<file path="src/sst_pkg.sv">
// sst_pkg: types, constants and line-parsing functions for the sse stream tokenizer
// used by sst_front, sst_queue, sst_back and sse_stream_tokenizer; no dependencies
package sst_pkg;

  localparam logic [7:0] LF_BYTE    = 8'd10;
  localparam logic [7:0] CR_BYTE    = 8'd13;
  localparam logic [7:0] COLON_BYTE = 8'd58;
  localparam logic [7:0] SPACE_BYTE = 8'd32;

  typedef enum logic [2:0] {
    KIND_DATA        = 3'd0,
    KIND_EVENT_START = 3'd1,
    KIND_EVENT_BYTE  = 3'd2,
    KIND_ID_START    = 3'd3,
    KIND_ID_BYTE     = 3'd4,
    KIND_DISPATCH    = 3'd5
  } kind_e;

  typedef enum logic [2:0] {
    PH_START       = 3'd0,
    PH_NAME        = 3'd1,
    PH_SKIP        = 3'd2,
    PH_AFTER_COLON = 3'd3,
    PH_VALUE       = 3'd4
  } phase_e;

  typedef enum logic [1:0] {
    FIELD_NONE  = 2'd0,
    FIELD_DATA  = 2'd1,
    FIELD_EVENT = 2'd2,
    FIELD_ID    = 2'd3
  } field_e;

  typedef struct packed {
    phase_e     phase;
    field_e     sel;
    logic [2:0] pos;
    logic       dls;
  } line_t;

  typedef struct packed {
    kind_e      kind;
    logic [7:0] data;
  } tok_t;

  typedef struct packed {
    line_t st;
    logic  tv;
    tok_t  tok;
  } step_t;

  // tokens caused by one input byte, in order
  typedef struct packed {
    tok_t t0;
    tok_t t1;
    logic two;
  } run_t;

  localparam line_t LINE_RESET = '{phase: PH_START, sel: FIELD_NONE, pos: 3'd0, dls: 1'b0};
  localparam tok_t  TOK_NONE   = '{kind: KIND_DATA, data: 8'd0};

  function automatic logic [2:0] field_len(field_e f);
    logic [2:0] len;
    case (f)
      FIELD_DATA:  len = 3'd4;
      FIELD_EVENT: len = 3'd5;
      FIELD_ID:    len = 3'd2;
      default:     len = 3'd0;
    endcase
    return len;
  endfunction

  function automatic logic [7:0] name_char(field_e f, logic [2:0] p);
    logic [7:0] ch;
    ch = 8'd0;
    case (f)
      FIELD_DATA: begin
        case (p)
          3'd0:    ch = "d";
          3'd1:    ch = "a";
          3'd2:    ch = "t";
          3'd3:    ch = "a";
          default: ch = 8'd0;
        endcase
      end
      FIELD_EVENT: begin
        case (p)
          3'd0:    ch = "e";
          3'd1:    ch = "v";
          3'd2:    ch = "e";
          3'd3:    ch = "n";
          3'd4:    ch = "t";
          default: ch = 8'd0;
        endcase
      end
      FIELD_ID: begin
        case (p)
          3'd0:    ch = "i";
          3'd1:    ch = "d";
          default: ch = 8'd0;
        endcase
      end
      default: ch = 8'd0;
    endcase
    return ch;
  endfunction

  function automatic kind_e value_kind(field_e f);
    kind_e k;
    case (f)
      FIELD_EVENT: k = KIND_EVENT_BYTE;
      FIELD_ID:    k = KIND_ID_BYTE;
      default:     k = KIND_DATA;
    endcase
    return k;
  endfunction

  // one non-LF byte applied to the line state
  function automatic step_t take_byte(line_t s, logic [7:0] c);
    step_t      r;
    logic [2:0] len;
    r.st  = s;
    r.tv  = 1'b0;
    r.tok = TOK_NONE;
    len   = field_len(s.sel);
    case (s.phase)
      PH_START: begin
        r.st.pos = 3'd0;
        if (c == "d") begin
          r.st.sel = FIELD_DATA;
        end else if (c == "e") begin
          r.st.sel = FIELD_EVENT;
        end else if (c == "i") begin
          r.st.sel = FIELD_ID;
        end else begin
          r.st.sel = FIELD_NONE;
        end
        if (r.st.sel != FIELD_NONE) begin
          r.st.phase = PH_NAME;
          r.st.pos   = 3'd1;
        end else begin
          r.st.phase = PH_SKIP;
        end
      end
      PH_NAME: begin
        if ((s.pos < len) && (c == name_char(s.sel, s.pos))) begin
          r.st.pos = s.pos + 3'd1;
        end else if ((c == COLON_BYTE) && (s.pos == len) && (s.sel != FIELD_NONE)) begin
          if (s.sel == FIELD_DATA) begin
            if (s.dls) begin
              r.tv  = 1'b1;
              r.tok = '{kind: KIND_DATA, data: LF_BYTE};
            end
            r.st.dls = 1'b1;
          end else if (s.sel == FIELD_EVENT) begin
            r.tv  = 1'b1;
            r.tok = '{kind: KIND_EVENT_START, data: 8'd0};
          end else begin
            r.tv  = 1'b1;
            r.tok = '{kind: KIND_ID_START, data: 8'd0};
          end
          r.st.phase = PH_AFTER_COLON;
        end else begin
          r.st.phase = PH_SKIP;
        end
      end
      PH_AFTER_COLON: begin
        r.st.phase = PH_VALUE;
        if (c != SPACE_BYTE) begin
          r.tv  = 1'b1;
          r.tok = '{kind: value_kind(s.sel), data: c};
        end
      end
      PH_VALUE: begin
        r.tv  = 1'b1;
        r.tok = '{kind: value_kind(s.sel), data: c};
      end
      default: begin
        r.tv = 1'b0;
      end
    endcase
    return r;
  endfunction

  // LF: dispatch on an empty line after data, then back to line start
  function automatic step_t end_line(line_t s);
    step_t r;
    r.st  = s;
    r.tv  = 1'b0;
    r.tok = TOK_NONE;
    if ((s.phase == PH_START) && s.dls) begin
      r.tv     = 1'b1;
      r.tok    = '{kind: KIND_DISPATCH, data: 8'd0};
      r.st.dls = 1'b0;
    end
    r.st.phase = PH_START;
    r.st.sel   = FIELD_NONE;
    r.st.pos   = 3'd0;
    return r;
  endfunction

endpackage

</file>
<file path="src/sst_front.sv">
// sst_front: accepts stream bytes, keeps the line state and forms the token run of each byte
// depends on sst_pkg; feeds sst_queue
module sst_front import sst_pkg::*; (
  input  logic       clk_i,
  input  logic       rst_ni,
  input  logic       in_valid_i,
  output logic       in_stall_o,
  input  logic [7:0] byte_in_i,
  input  logic       full_i,
  output logic       push_o,
  output run_t       run_o
);

  line_t line_q, line_d;
  logic  cr_q, cr_d;
  logic  fire;
  logic  is_lf, is_cr;
  step_t s_cr, s_byte, s_end;
  line_t st_mid;
  logic  a_v, b_v;
  tok_t  a_tok, b_tok;

  assign in_stall_o = full_i;
  assign fire       = in_valid_i && !full_i;
  assign is_lf      = (byte_in_i == LF_BYTE);
  assign is_cr      = (byte_in_i == CR_BYTE);

  // next line state
  always_comb begin
    s_cr   = take_byte(line_q, CR_BYTE);
    st_mid = cr_q ? s_cr.st : line_q;
    s_byte = take_byte(st_mid, byte_in_i);
    s_end  = end_line(line_q);
    if (is_lf) begin
      line_d = s_end.st;
      cr_d   = 1'b0;
    end else begin
      line_d = is_cr ? st_mid : s_byte.st;
      cr_d   = is_cr;
    end
  end

  // token run of this item
  always_comb begin
    a_v   = cr_q && !is_lf && s_cr.tv;
    a_tok = s_cr.tok;
    if (is_lf) begin
      b_v   = s_end.tv;
      b_tok = s_end.tok;
    end else begin
      b_v   = !is_cr && s_byte.tv;
      b_tok = s_byte.tok;
    end
    if (a_v) begin
      run_o.t0  = a_tok;
      run_o.t1  = b_tok;
      run_o.two = b_v;
    end else begin
      run_o.t0  = b_tok;
      run_o.t1  = TOK_NONE;
      run_o.two = 1'b0;
    end
    push_o = fire && (a_v || b_v);
  end

  always_ff @(posedge clk_i or negedge rst_ni) begin
    if (!rst_ni) begin
      line_q <= LINE_RESET;
      cr_q   <= 1'b0;
    end else if (fire) begin
      line_q <= line_d;
      cr_q   <= cr_d;
    end
  end

endmodule

</file>
<file path="src/sst_queue.sv">
// sst_queue: small queue of token runs between front and back
// depends on sst_pkg
module sst_queue import sst_pkg::*; #(
  parameter int Depth = 4
) (
  input  logic clk_i,
  input  logic rst_ni,
  input  logic push_i,
  input  run_t data_i,
  output logic full_o,
  input  logic pop_i,
  output logic empty_o,
  output run_t head_o
);

  localparam int PtrW = (Depth > 1) ? $clog2(Depth) : 1;
  localparam int CntW = $clog2(Depth + 1);

  run_t            mem_q [Depth];
  logic [PtrW-1:0] wr_q, rd_q;
  logic [CntW-1:0] cnt_q;

  assign full_o  = (cnt_q == CntW'(Depth));
  assign empty_o = (cnt_q == '0);
  assign head_o  = mem_q[rd_q];

  always_ff @(posedge clk_i) begin
    if (push_i) begin
      mem_q[wr_q] <= data_i;
    end
  end

  always_ff @(posedge clk_i or negedge rst_ni) begin
    if (!rst_ni) begin
      wr_q  <= '0;
      rd_q  <= '0;
      cnt_q <= '0;
    end else begin
      if (push_i) begin
        wr_q <= (wr_q == PtrW'(Depth - 1)) ? '0 : wr_q + PtrW'(1);
      end
      if (pop_i) begin
        rd_q <= (rd_q == PtrW'(Depth - 1)) ? '0 : rd_q + PtrW'(1);
      end
      if (push_i && !pop_i) begin
        cnt_q <= cnt_q + CntW'(1);
      end else if (pop_i && !push_i) begin
        cnt_q <= cnt_q - CntW'(1);
      end
    end
  end

endmodule

</file>
<file path="src/sst_back.sv">
// sst_back: takes token runs from the queue and sends one token per cycle while not stalled
// depends on sst_pkg; output register toward the consumer
module sst_back import sst_pkg::*; (
  input  logic       clk_i,
  input  logic       rst_ni,
  input  logic       empty_i,
  input  run_t       head_i,
  output logic       pop_o,
  output logic       out_valid_o,
  input  logic       out_stall_i,
  output logic [2:0] token_kind_o,
  output logic [7:0] token_byte_o,
  output logic       run_last_o
);

  logic  out_valid_q;
  kind_e kind_q;
  logic [7:0] byte_q;
  logic  last_q;
  logic  half_q;
  logic  load;
  tok_t  cur;
  logic  cur_last;

  assign load = !empty_i && (!out_valid_q || !out_stall_i);

  always_comb begin
    cur      = half_q ? head_i.t1 : head_i.t0;
    cur_last = half_q || !head_i.two;
    pop_o    = load && cur_last;
  end

  always_ff @(posedge clk_i or negedge rst_ni) begin
    if (!rst_ni) begin
      out_valid_q <= 1'b0;
      half_q      <= 1'b0;
    end else if (load) begin
      out_valid_q <= 1'b1;
      half_q      <= !cur_last;
    end else if (!out_stall_i) begin
      out_valid_q <= 1'b0;
    end
  end

  always_ff @(posedge clk_i) begin
    if (load) begin
      kind_q <= cur.kind;
      byte_q <= cur.data;
      last_q <= cur_last;
    end
  end

  assign out_valid_o  = out_valid_q;
  assign token_kind_o = kind_q;
  assign token_byte_o = byte_q;
  assign run_last_o   = last_q;

endmodule

</file>
<file path="src/sse_stream_tokenizer.sv">
// sse_stream_tokenizer: top level of the server-sent-events byte tokenizer
// depends on sst_pkg, sst_front, sst_queue, sst_back
//
// Takes one stream byte per cycle and gives tagged tokens (data bytes, event and
// id value starts and bytes, dispatch marks), one token per cycle while not
// stalled. A byte is classified and the line state updated in the cycle it is
// accepted; the one or two tokens it causes enter a queue of QueueDepth entries
// as one item (a byte causing none pushes nothing), and the output stage drains
// them one token per cycle while not stalled, so a token passes the queue and
// then the output register. A byte causing two tokens gives them in turn; input
// stalls only when the queue is full; run_last_o marks each byte's final token.
module sse_stream_tokenizer import sst_pkg::*; #(
  parameter int QueueDepth = 4
) (
  input  logic       clk_i,
  input  logic       rst_ni,
  input  logic       in_valid_i,
  output logic       in_stall_o,
  input  logic [7:0] byte_in_i,
  output logic       out_valid_o,
  input  logic       out_stall_i,
  output logic [2:0] token_kind_o,
  output logic [7:0] token_byte_o,
  output logic       run_last_o
);

  logic q_push, q_full, q_pop, q_empty;
  run_t q_in, q_head;

  sst_front u_front (
    .clk_i      (clk_i),
    .rst_ni     (rst_ni),
    .in_valid_i (in_valid_i),
    .in_stall_o (in_stall_o),
    .byte_in_i  (byte_in_i),
    .full_i     (q_full),
    .push_o     (q_push),
    .run_o      (q_in)
  );

  sst_queue #(
    .Depth (QueueDepth)
  ) u_queue (
    .clk_i   (clk_i),
    .rst_ni  (rst_ni),
    .push_i  (q_push),
    .data_i  (q_in),
    .full_o  (q_full),
    .pop_i   (q_pop),
    .empty_o (q_empty),
    .head_o  (q_head)
  );

  sst_back u_back (
    .clk_i        (clk_i),
    .rst_ni       (rst_ni),
    .empty_i      (q_empty),
    .head_i       (q_head),
    .pop_o        (q_pop),
    .out_valid_o  (out_valid_o),
    .out_stall_i  (out_stall_i),
    .token_kind_o (token_kind_o),
    .token_byte_o (token_byte_o),
    .run_last_o   (run_last_o)
  );

  // second token of a run follows right after the first
  a_run_pair : assert property (@(posedge clk_i) disable iff (!rst_ni)
    (out_valid_o && !out_stall_i && !run_last_o) |=> (out_valid_o && run_last_o))
    else $error("second token of a run missing");

  a_no_push_full : assert property (@(posedge clk_i) disable iff (!rst_ni)
    !(q_push && q_full))
    else $error("queue written while full");

  a_no_pop_empty : assert property (@(posedge clk_i) disable iff (!rst_ni)
    !(q_pop && q_empty))
    else $error("queue read while empty");

  a_dispatch_alone : assert property (@(posedge clk_i) disable iff (!rst_ni)
    (out_valid_o && (token_kind_o == KIND_DISPATCH)) |-> (run_last_o && (token_byte_o == 8'd0)))
    else $error("dispatch mark malformed");

endmodule

</file>
<file path="config.mk">
export PLATFORM = sky130hd
export DESIGN_NAME = sse_stream_tokenizer
export DESIGN_NICKNAME = d
export VERILOG_FILES = /design/src/sst_pkg.sv /design/src/sst_front.sv /design/src/sst_queue.sv /design/src/sst_back.sv /design/src/sse_stream_tokenizer.sv
export SDC_FILE = /design/constraint.sdc
export NUM_CORES = 1
export LEC_CHECK = 0
export BUFFER_PORTS_ARGS = -buffer_cell sky130_fd_sc_hd__buf_4
export CAP_MARGIN = 25
export CORE_ASPECT_RATIO = 1.25
export CORE_UTILIZATION = 62
export DETAILED_ROUTE_END_ITERATION = 12
export PLACE_DENSITY = 0.8
export SLEW_MARGIN = 20
export SYNTH_ARGS = -nofsm -noshare
export SYNTH_HDL_FRONTEND = slang
export SYNTH_SLANG_ARGS = --single-unit
</file>
<file path="constraint.sdc">
create_clock -name clk_i -period 5.78 [get_ports clk_i]
set_clock_uncertainty 0.05 [all_clocks]
set_input_delay 0 -clock clk_i [delete_from_list [all_inputs] [get_ports clk_i]]
set_output_delay 0 -clock clk_i [all_outputs]
set_load 0.005 [all_outputs]
</file>
==> summary.txt, run 1 <==
fillers -> 574
Critical Path Fanout Max -> 12
Final ANT Viol Nets -> 0
H-Tree Level Count -> 4
Setup CP Type -> flip-flop to flip-flop
vias per std cell -> 6.39
GR Overflow Total -> 0
Die W -> 90.5 um
initial antenna violation count -> 0
Seq/Total Area, Yosys -> 59.3%
drt initial violations -> 259
chip height -> 113 um
Worst-Skew Late Latency -> 410 ps
Synth top area share -> 51.4%
endpoint class of the critical path -> flip-flop
vias in the first global route -> 4033
pin count of the biggest net entering global routing -> 27
Layout Cells excl Fill -> 625
slowest stage delay, CP -> 620 ps
first-pass GRT wire length -> 22.3 mm
total of warnings raised by yosys -> 0
Peak Freq -> 205 MHz
Post-Synth Simple-Gate Area -> 12.5%
crit start category -> flip-flop
placed insts -> 586
Final Power -> 3.01 mW
Hold Crit Class -> input port to flip-flop
total track usage -> 30.3%
CTS root buf -> clkbuf_16
Synth Area in Adders -> 5.07%
Hold Slack -> 28.7 ps
CP most frequent cell -> ha_1
total number of vias -> 3993
CTS tree -> done
Max Cap Violations -> 0
EDFF count, synth -> 104
Top FF cell, synth -> edfxtp_1
mux cell area share after synthesis -> 11.7%
Final Worst Setup Slack -> 898 ps
DRT Pass-1 Iters -> 5
FF+latch count, synth -> 123
final instance area -> 7110 um2
Post-Route WL -> 14.5 mm
synthesis-to-finish area growth -> 17.2%
largest family of logic cells by synthesized area -> simple AND/OR/NAND/NOR gates
highest-delay cell along the critical path -> or4b_2
synthesized area per cell -> 13.7 um2
Area after DPL -> 6420 um2
Synth area leader -> edfxtp_1
Core Util, Final -> 74.4%
arrival time worst endpoint -> 5170 ps
clock buffer depth -> 2
Area contributors post-synth -> edfxtp_1 (51%), mux4_2 (8.5%), dfrtp_1 (7.8%)
WL per Instance -> 23.3 um
core area -> 9560 um2
Final Setup Violations -> 0
Residual DRC -> 0
fraction of layout cells with a size suffix above 1 -> 23.0%
Setup Fix Bufs, Post-CTS -> 0
setup TNS -> 0 ps
synthesized instance count -> 444
Final Hold Fails -> 0
Ant. Diodes -> 0
post-synthesis cell type count -> 66
RD Place Congestion -> 0.912
Syn Std Cell Area -> 6070 um2
Cell Pwr Density -> 424 nW/um2
IO Port Bufs -> 25
Slew Limit Headroom -> 37.3%
clock sinks -> 123
Num CTS Buffers -> 17
Ports -> 26
worst vdd ir -> 0.253 mV
asr flop ratio synth -> 15.4%
Clock transition at path regs -> 60 ps
compound-cell area share of the yosys netlist -> 8.22%
Worst-Margin Slew -> 937 ps
Tmin final -> 4880 ps
FP Rows -> 40
Place WS -> 923 ps
outcome -> finished, final reports clean
Nets -> 522
initial core utilization -> 63.5%
max-slew violations -> 0
CP required -> 6070 ps
final critical-path share of the clock period -> 84.5%
Leakage Power -> 2.64 nW
hpwl dp -> 9.02 mm
die area -> 10200 um2
critical-path cell list -> nor4b_2, nor2_1, ha_1, inv_1, ha_1, nand3_1, or4b_2, nor3_2, a21oi_1, a22o_1, a21oi_2, ha_1, inv_1, fa_1, xor2_1, nor2_1, xor2_1
unrepaired setup endpoints after global routing -> false
Synth Area in XOR/XNOR -> 0.577%
[cell type report]
class	instances	area, um2	share of cell area, %
Sequential cell	123	3600	50.6
Inverter	20	75.1	1.06
Multi-Input combinational cell	283	2330	32.7
Clock inverter	15	198	2.78
Clock buffer	17	425	5.98
Timing Repair Buffer	41	333	4.68
Tap cell	126	158	2.22
[Yosys cell counts, drive strengths merged (3+ instances only)]
cell type and count:
clkbuf 17, nand2b 8, a21oi 10, nand3 8, mux4 23, nor3b 4, o211ai 3, o21ai 22
buf 4, edfxtp 104, nor4b 3, or3 4, nor2 32, and3 6, a211oi 4, nor2b 8
mux2 16, nor3 9, ha 23, dfrtp 19, a22oi 3, and3b 3, o32ai 3, nand2 31
and2 9, or4b 4, inv 20
[power breakdown]
| part | internal (mW) | leakage, nW | switching (mW) | total, mW |
|---|---|---|---|---|
| Sequential | 1.07 | 1.26 | 0.109 | 1.18 |
| Combinational | 0.373 | 1.09 | 0.342 | 0.716 |
| Clock | 0.720 | 0.291 | 0.395 | 1.11 |
[critical path: cells and delay by family (launching register included)]
kind | cells | cell delay (ps)
AO/OA/AOI/OAI | 3 | 650
XOR/XNOR | 2 | 320
AND/OR/NAND/NOR | 6 | 1900
buffers and inverters | 2 | 110
adder cells (fa/ha/maj) | 4 | 1240
flip-flops | 1 | 500
[state kept, by name (all words and copies together), names as in the netlist]
name,flops
u_back.out_valid_o,1
u_back.token_kind_o,3
u_queue.rd_q,2
u_front.line_q,9
u_queue.wr_q,2
u_queue.cnt_q,3
u_queue.mem_q,92
u_back.run_last_o,1
u_front.cr_q,1
u_back.token_byte_o,8
u_back.half_q,1
[repair_timing]
item                      in CTS  in global routing
hold buffers                   7                  0
hold endpoints to repair      30                  0
gates resized for setup        0                  0
[routing by layer]
metal / track usage (%) / up-vias / routed length, um
met5: 0 / - / 0
met4: 11.7 / 0 / 438
met3: 7.18 / 38 / 828
met2: 53.0 / 178 / 7720
met1: 36.2 / 1990 / 5560
li1: - / 1787 / -
[cell families (layout without fill, tap and decap cells)]
| family | Yosys count | after routing |
|---|---|---|
| compound gates | 71 | 71 |
| xor+xnor | 4 | 4 |
| fa+ha+maj | 24 | 24 |
| buf+inv | 41 | 93 |
| flops | 123 | 123 |
| mux | 40 | 40 |
| other cells | 1 | 4 |
| simple gates | 140 | 140 |
[final timing paths]
check / depth (start not counted) / to / slack [ps] / from
worst min register to register: 1 / u_queue.cnt_q[2] / 440 / u_queue.cnt_q[2]
worst max register to register: 17 / u_queue.cnt_q[2] / 900 / u_front.line_q[7]
worst max-delay path: 17 / u_queue.cnt_q[2] / 900 / u_front.line_q[7]
max in group asynchronous: 3 / u_front.line_q[4] / 4350 / rst_ni
min in group asynchronous: 3 / u_queue.cnt_q[0] / 750 / rst_ni
worst min-delay path: 4 / u_front.line_q[4] / 30 / byte_in_i[3]
[layout by cell type, fill, tap and decap left out, types with 7 or more instances in the layout]
cell type,n
buf_4,33
a21oi_1,8
clkbuf_16,17
edfxtp_1,104
nor2_1,32
and2_1,9
ha_1,23
inv_1,20
nor2b_1,8
dlygate4sd3_1,7
nor3_1,8
dfrtp_1,19
nand3_1,8
o21ai_0,21
nand2_1,31
mux4_2,23
mux2_2,16
nand2b_1,8
Power figures use the tool's default switching activity.
==> run 2, diff against run 1 <==
--- a/config.mk
+++ b/config.mk
@@ -8,9 +8,9 @@
 export BUFFER_PORTS_ARGS = -buffer_cell sky130_fd_sc_hd__buf_4
 export CAP_MARGIN = 25
 export CORE_ASPECT_RATIO = 1.25
-export CORE_UTILIZATION = 62
+export CORE_UTILIZATION = 56
 export DETAILED_ROUTE_END_ITERATION = 12
-export PLACE_DENSITY = 0.8
+export PLACE_DENSITY = 0.76
 export SLEW_MARGIN = 20
 export SYNTH_ARGS = -nofsm -noshare
 export SYNTH_HDL_FRONTEND = slang
==> constraint.sdc (replaced) <==
create_clock -name clk_i -period 3.96 [get_ports clk_i]
set_clock_uncertainty 0.05 [all_clocks]
set_input_delay 0 -clock clk_i [delete_from_list [all_inputs] [get_ports clk_i]]
set_output_delay 0 -clock clk_i [all_outputs]
set_load 0.005 [all_outputs]
==> run 2 against run 1 <==
The flow now finishes with violations (negative setup slack). Non-clock buffer count rose by 23. Clock power is 35% higher. Final cell count rose by 4.6%. Register-to-register slack worse by 950 ps. Critical path depth unchanged. Via count shrank 1.5%. Fmax grew 22%. Sequential power increased by 42%. Sequential share of layout area down 1.7 points. First-iteration DRC count decreased by 26%. Largest cell class unchanged.
==> summary.txt, run 2 (synthesis gave the netlist of run 1 again) <==
outcome -> complete, but fails checks (was finished, final reports clean)
violated checks -> negative setup slack
Ports -> 26 (unchanged)
WL per Instance -> 20.0 um (was 23.3 um)
Num CTS Buffers -> 17 (unchanged)
core area -> 10600 um2 (was 9560 um2)
Ant. Diodes -> 0 (unchanged)
IO Port Bufs -> 25 (unchanged)
CP required -> 4230 ps (was 6070 ps)
H-Tree Level Count -> 4 (unchanged)
Clock transition at path regs -> 50 ps (was 60 ps)
Leakage Power -> 2.79 nW (was 2.64 nW)
Final Hold Fails -> 0 (unchanged)
max-slew violations -> 0 (unchanged)
Layout Cells excl Fill -> 654 (was 625)
pin count of the biggest net entering global routing -> 26 (was 27)
commonest cells after routing, fill and taps aside -> edfxtp_1 (104), buf_4 (54), nand2_1 (31) (was edfxtp_1 (104), buf_4 (33), nor2_1 (32))
Max Cap Violations -> 0 (unchanged)
RR Endpoint -> u_queue.cnt_q[2] (unchanged)
Worst-Skew Late Latency -> 400 ps (was 410 ps)
Tmin final -> 4010 ps (was 4880 ps)
drt initial violations -> 191 (was 259)
vias per std cell -> 6.02 (was 6.39)
Post-Route WL -> 13.1 mm (was 14.5 mm)
Final Worst Setup Slack -> -49.1 ps (was 898 ps)
hold path start -> byte_in_i[5] (was byte_in_i[3])
CTS tree -> done (unchanged)
die area -> 11300 um2 (was 10200 um2)
RD Place Congestion -> 0.905 (was 0.912)
Final Setup Violations -> 1 (was 0)
total track usage -> 25.2% (was 30.3%)
FP Rows -> 42 (was 40)
Worst-Margin Slew -> 649 ps (was 937 ps)
initial core utilization -> 57.5% (was 63.5%)
internal reg-to-reg setup slack -> -50 ps (was 900 ps)
CTS root buf -> clkbuf_16 (unchanged)
hpwl dp -> 8.61 mm (was 9.02 mm)
fraction of layout cells with a size suffix above 1 -> 29.3% (was 23.0%)
Hold Slack -> 31.4 ps (was 28.7 ps)
R2R depth -> 17 (unchanged)
Final ANT Viol Nets -> 0 (unchanged)
chip height -> 118 um (was 113 um)
Biggest register -> u_queue.mem_q (unchanged)
clock buffer depth -> 2 (unchanged)
clock sinks -> 123 (unchanged)
initial antenna violation count -> 0 (unchanged)
Nets -> 545 (was 522)
Setup CP Type -> flip-flop to flip-flop (unchanged)
Hold Crit Class -> input port to flip-flop (unchanged)
vias in the first global route -> 4052 (was 4033)
Peak Freq -> 249 MHz (was 205 MHz)
most common cell after layout, fill and taps aside -> edfxtp_1 (unchanged)
placed insts -> 607 (was 586)
GR Overflow Total -> 0 (unchanged)
final critical-path share of the clock period -> 101% (was 84.5%)
Slew Limit Headroom -> 56.7% (was 37.3%)
first-pass GRT wire length -> 20.7 mm (was 22.3 mm)
crit start category -> flip-flop (unchanged)
synthesis-to-finish area growth -> 21.2% (was 17.2%)
worst vdd ir -> 0.345 mV (was 0.253 mV)
total number of vias -> 3934 (was 3993)
Hold Path End -> u_front.line_q[4] (unchanged)
unrepaired setup endpoints after global routing -> true (was false)
Die W -> 95.1 um (was 90.5 um)
reg2reg start -> u_front.line_q[6] (was u_front.line_q[7])
Place WS -> 21.5 ps (was 923 ps)
Residual DRC -> 0 (unchanged)
Critical Path Fanout Max -> 4 (was 12)
Worst Hold Path Cells -> 4 (unchanged)
DRT Pass-1 Iters -> 5 (unchanged)
setup TNS -> -49.1 ps (was 0 ps)
Cell Pwr Density -> 580 nW/um2 (was 424 nW/um2)
endpoint class of the critical path -> flip-flop (unchanged)
max FFs per register -> 92 (unchanged)
arrival time worst endpoint -> 4280 ps (was 5170 ps)
-- run 2: metal layers --
metal	share of wire, %	wire, um	GRT usage, %	vias up
met4	1.7	219	9.75	0
met2	54	7020	43.4	125
met3	4.5	584	5.21	18
met5	0	0	0	-
li1	-	-	-	1824
met1	40	5280	30.6	1967
-- run 2: report_power, final --
part	internal, mW	leakage (nW)	switching [mW]
clock	0.990	0.287	0.512
sequential	1.57	1.26	0.101
combinational	0.575	1.25	0.519
total	3.13	2.79	1.13
-- run 2: layout make-up --
class                   count  area [um2]
multi-input cells         283        2390
well taps                 132         165
inverters                  20        75.1
clock inverters             7        91.3
fillers                   683        3200
clock buffers              25         495
repair buffers             64         541
flip-flops and latches    123        3600
-- run 2: worst max-delay path by stage --
stage	start	end	slack, ps	depth (start not counted)
3_5_place_dp	u_front.line_q[7]	u_queue.cnt_q[2]	20	17
3_3_place_gp	u_front.line_q[7]	u_queue.cnt_q[2]	180	17
6_report	u_front.line_q[6]	u_queue.cnt_q[2]	-50	17
2_1_floorplan	u_front.line_q[6]	u_queue.cnt_q[2]	-50	18
5_1_grt	u_front.line_q[6]	u_queue.cnt_q[2]	-210	17
4_1_cts	u_front.line_q[8]	u_queue.cnt_q[2]	30	17
-- run 2: critical path, cell delays in order, from the launching register on --
cell	delay, ps
dfrtp_2	440
nor4b_4	400
nor2_2	110
ha_1	320
inv_2	60
ha_4	280
nand3_2	50
or4b_4	490
nor3_4	170
a21oi_2	80
a22o_1	250
a21oi_2	170
ha_2	220
inv_2	40
fa_2	330
xor2_1	170
nor2_1	130
xor2_1	170
-- run 2: repair_timing --
action / 4_1_cts / 5_1_grt
resized for setup: 0 / 4
setup endpoints to repair: 1 / 5
buffers inserted: 5 / 4
hold endpoints to repair: 26 / 0
pin swaps: 8 / 5
hold buffers: 6 / 0
-- run 2: stage by stage --
stage               cell area, um2  power [mW]  utilization, %
detailed placement            6640        2.78            62.8
floorplan                     6140        2.44               -
global placement              6640        2.74            62.8
CTS                           7320        4.29            69.3
global route                  7360        4.46            69.7
finish                        7360        4.27            69.7
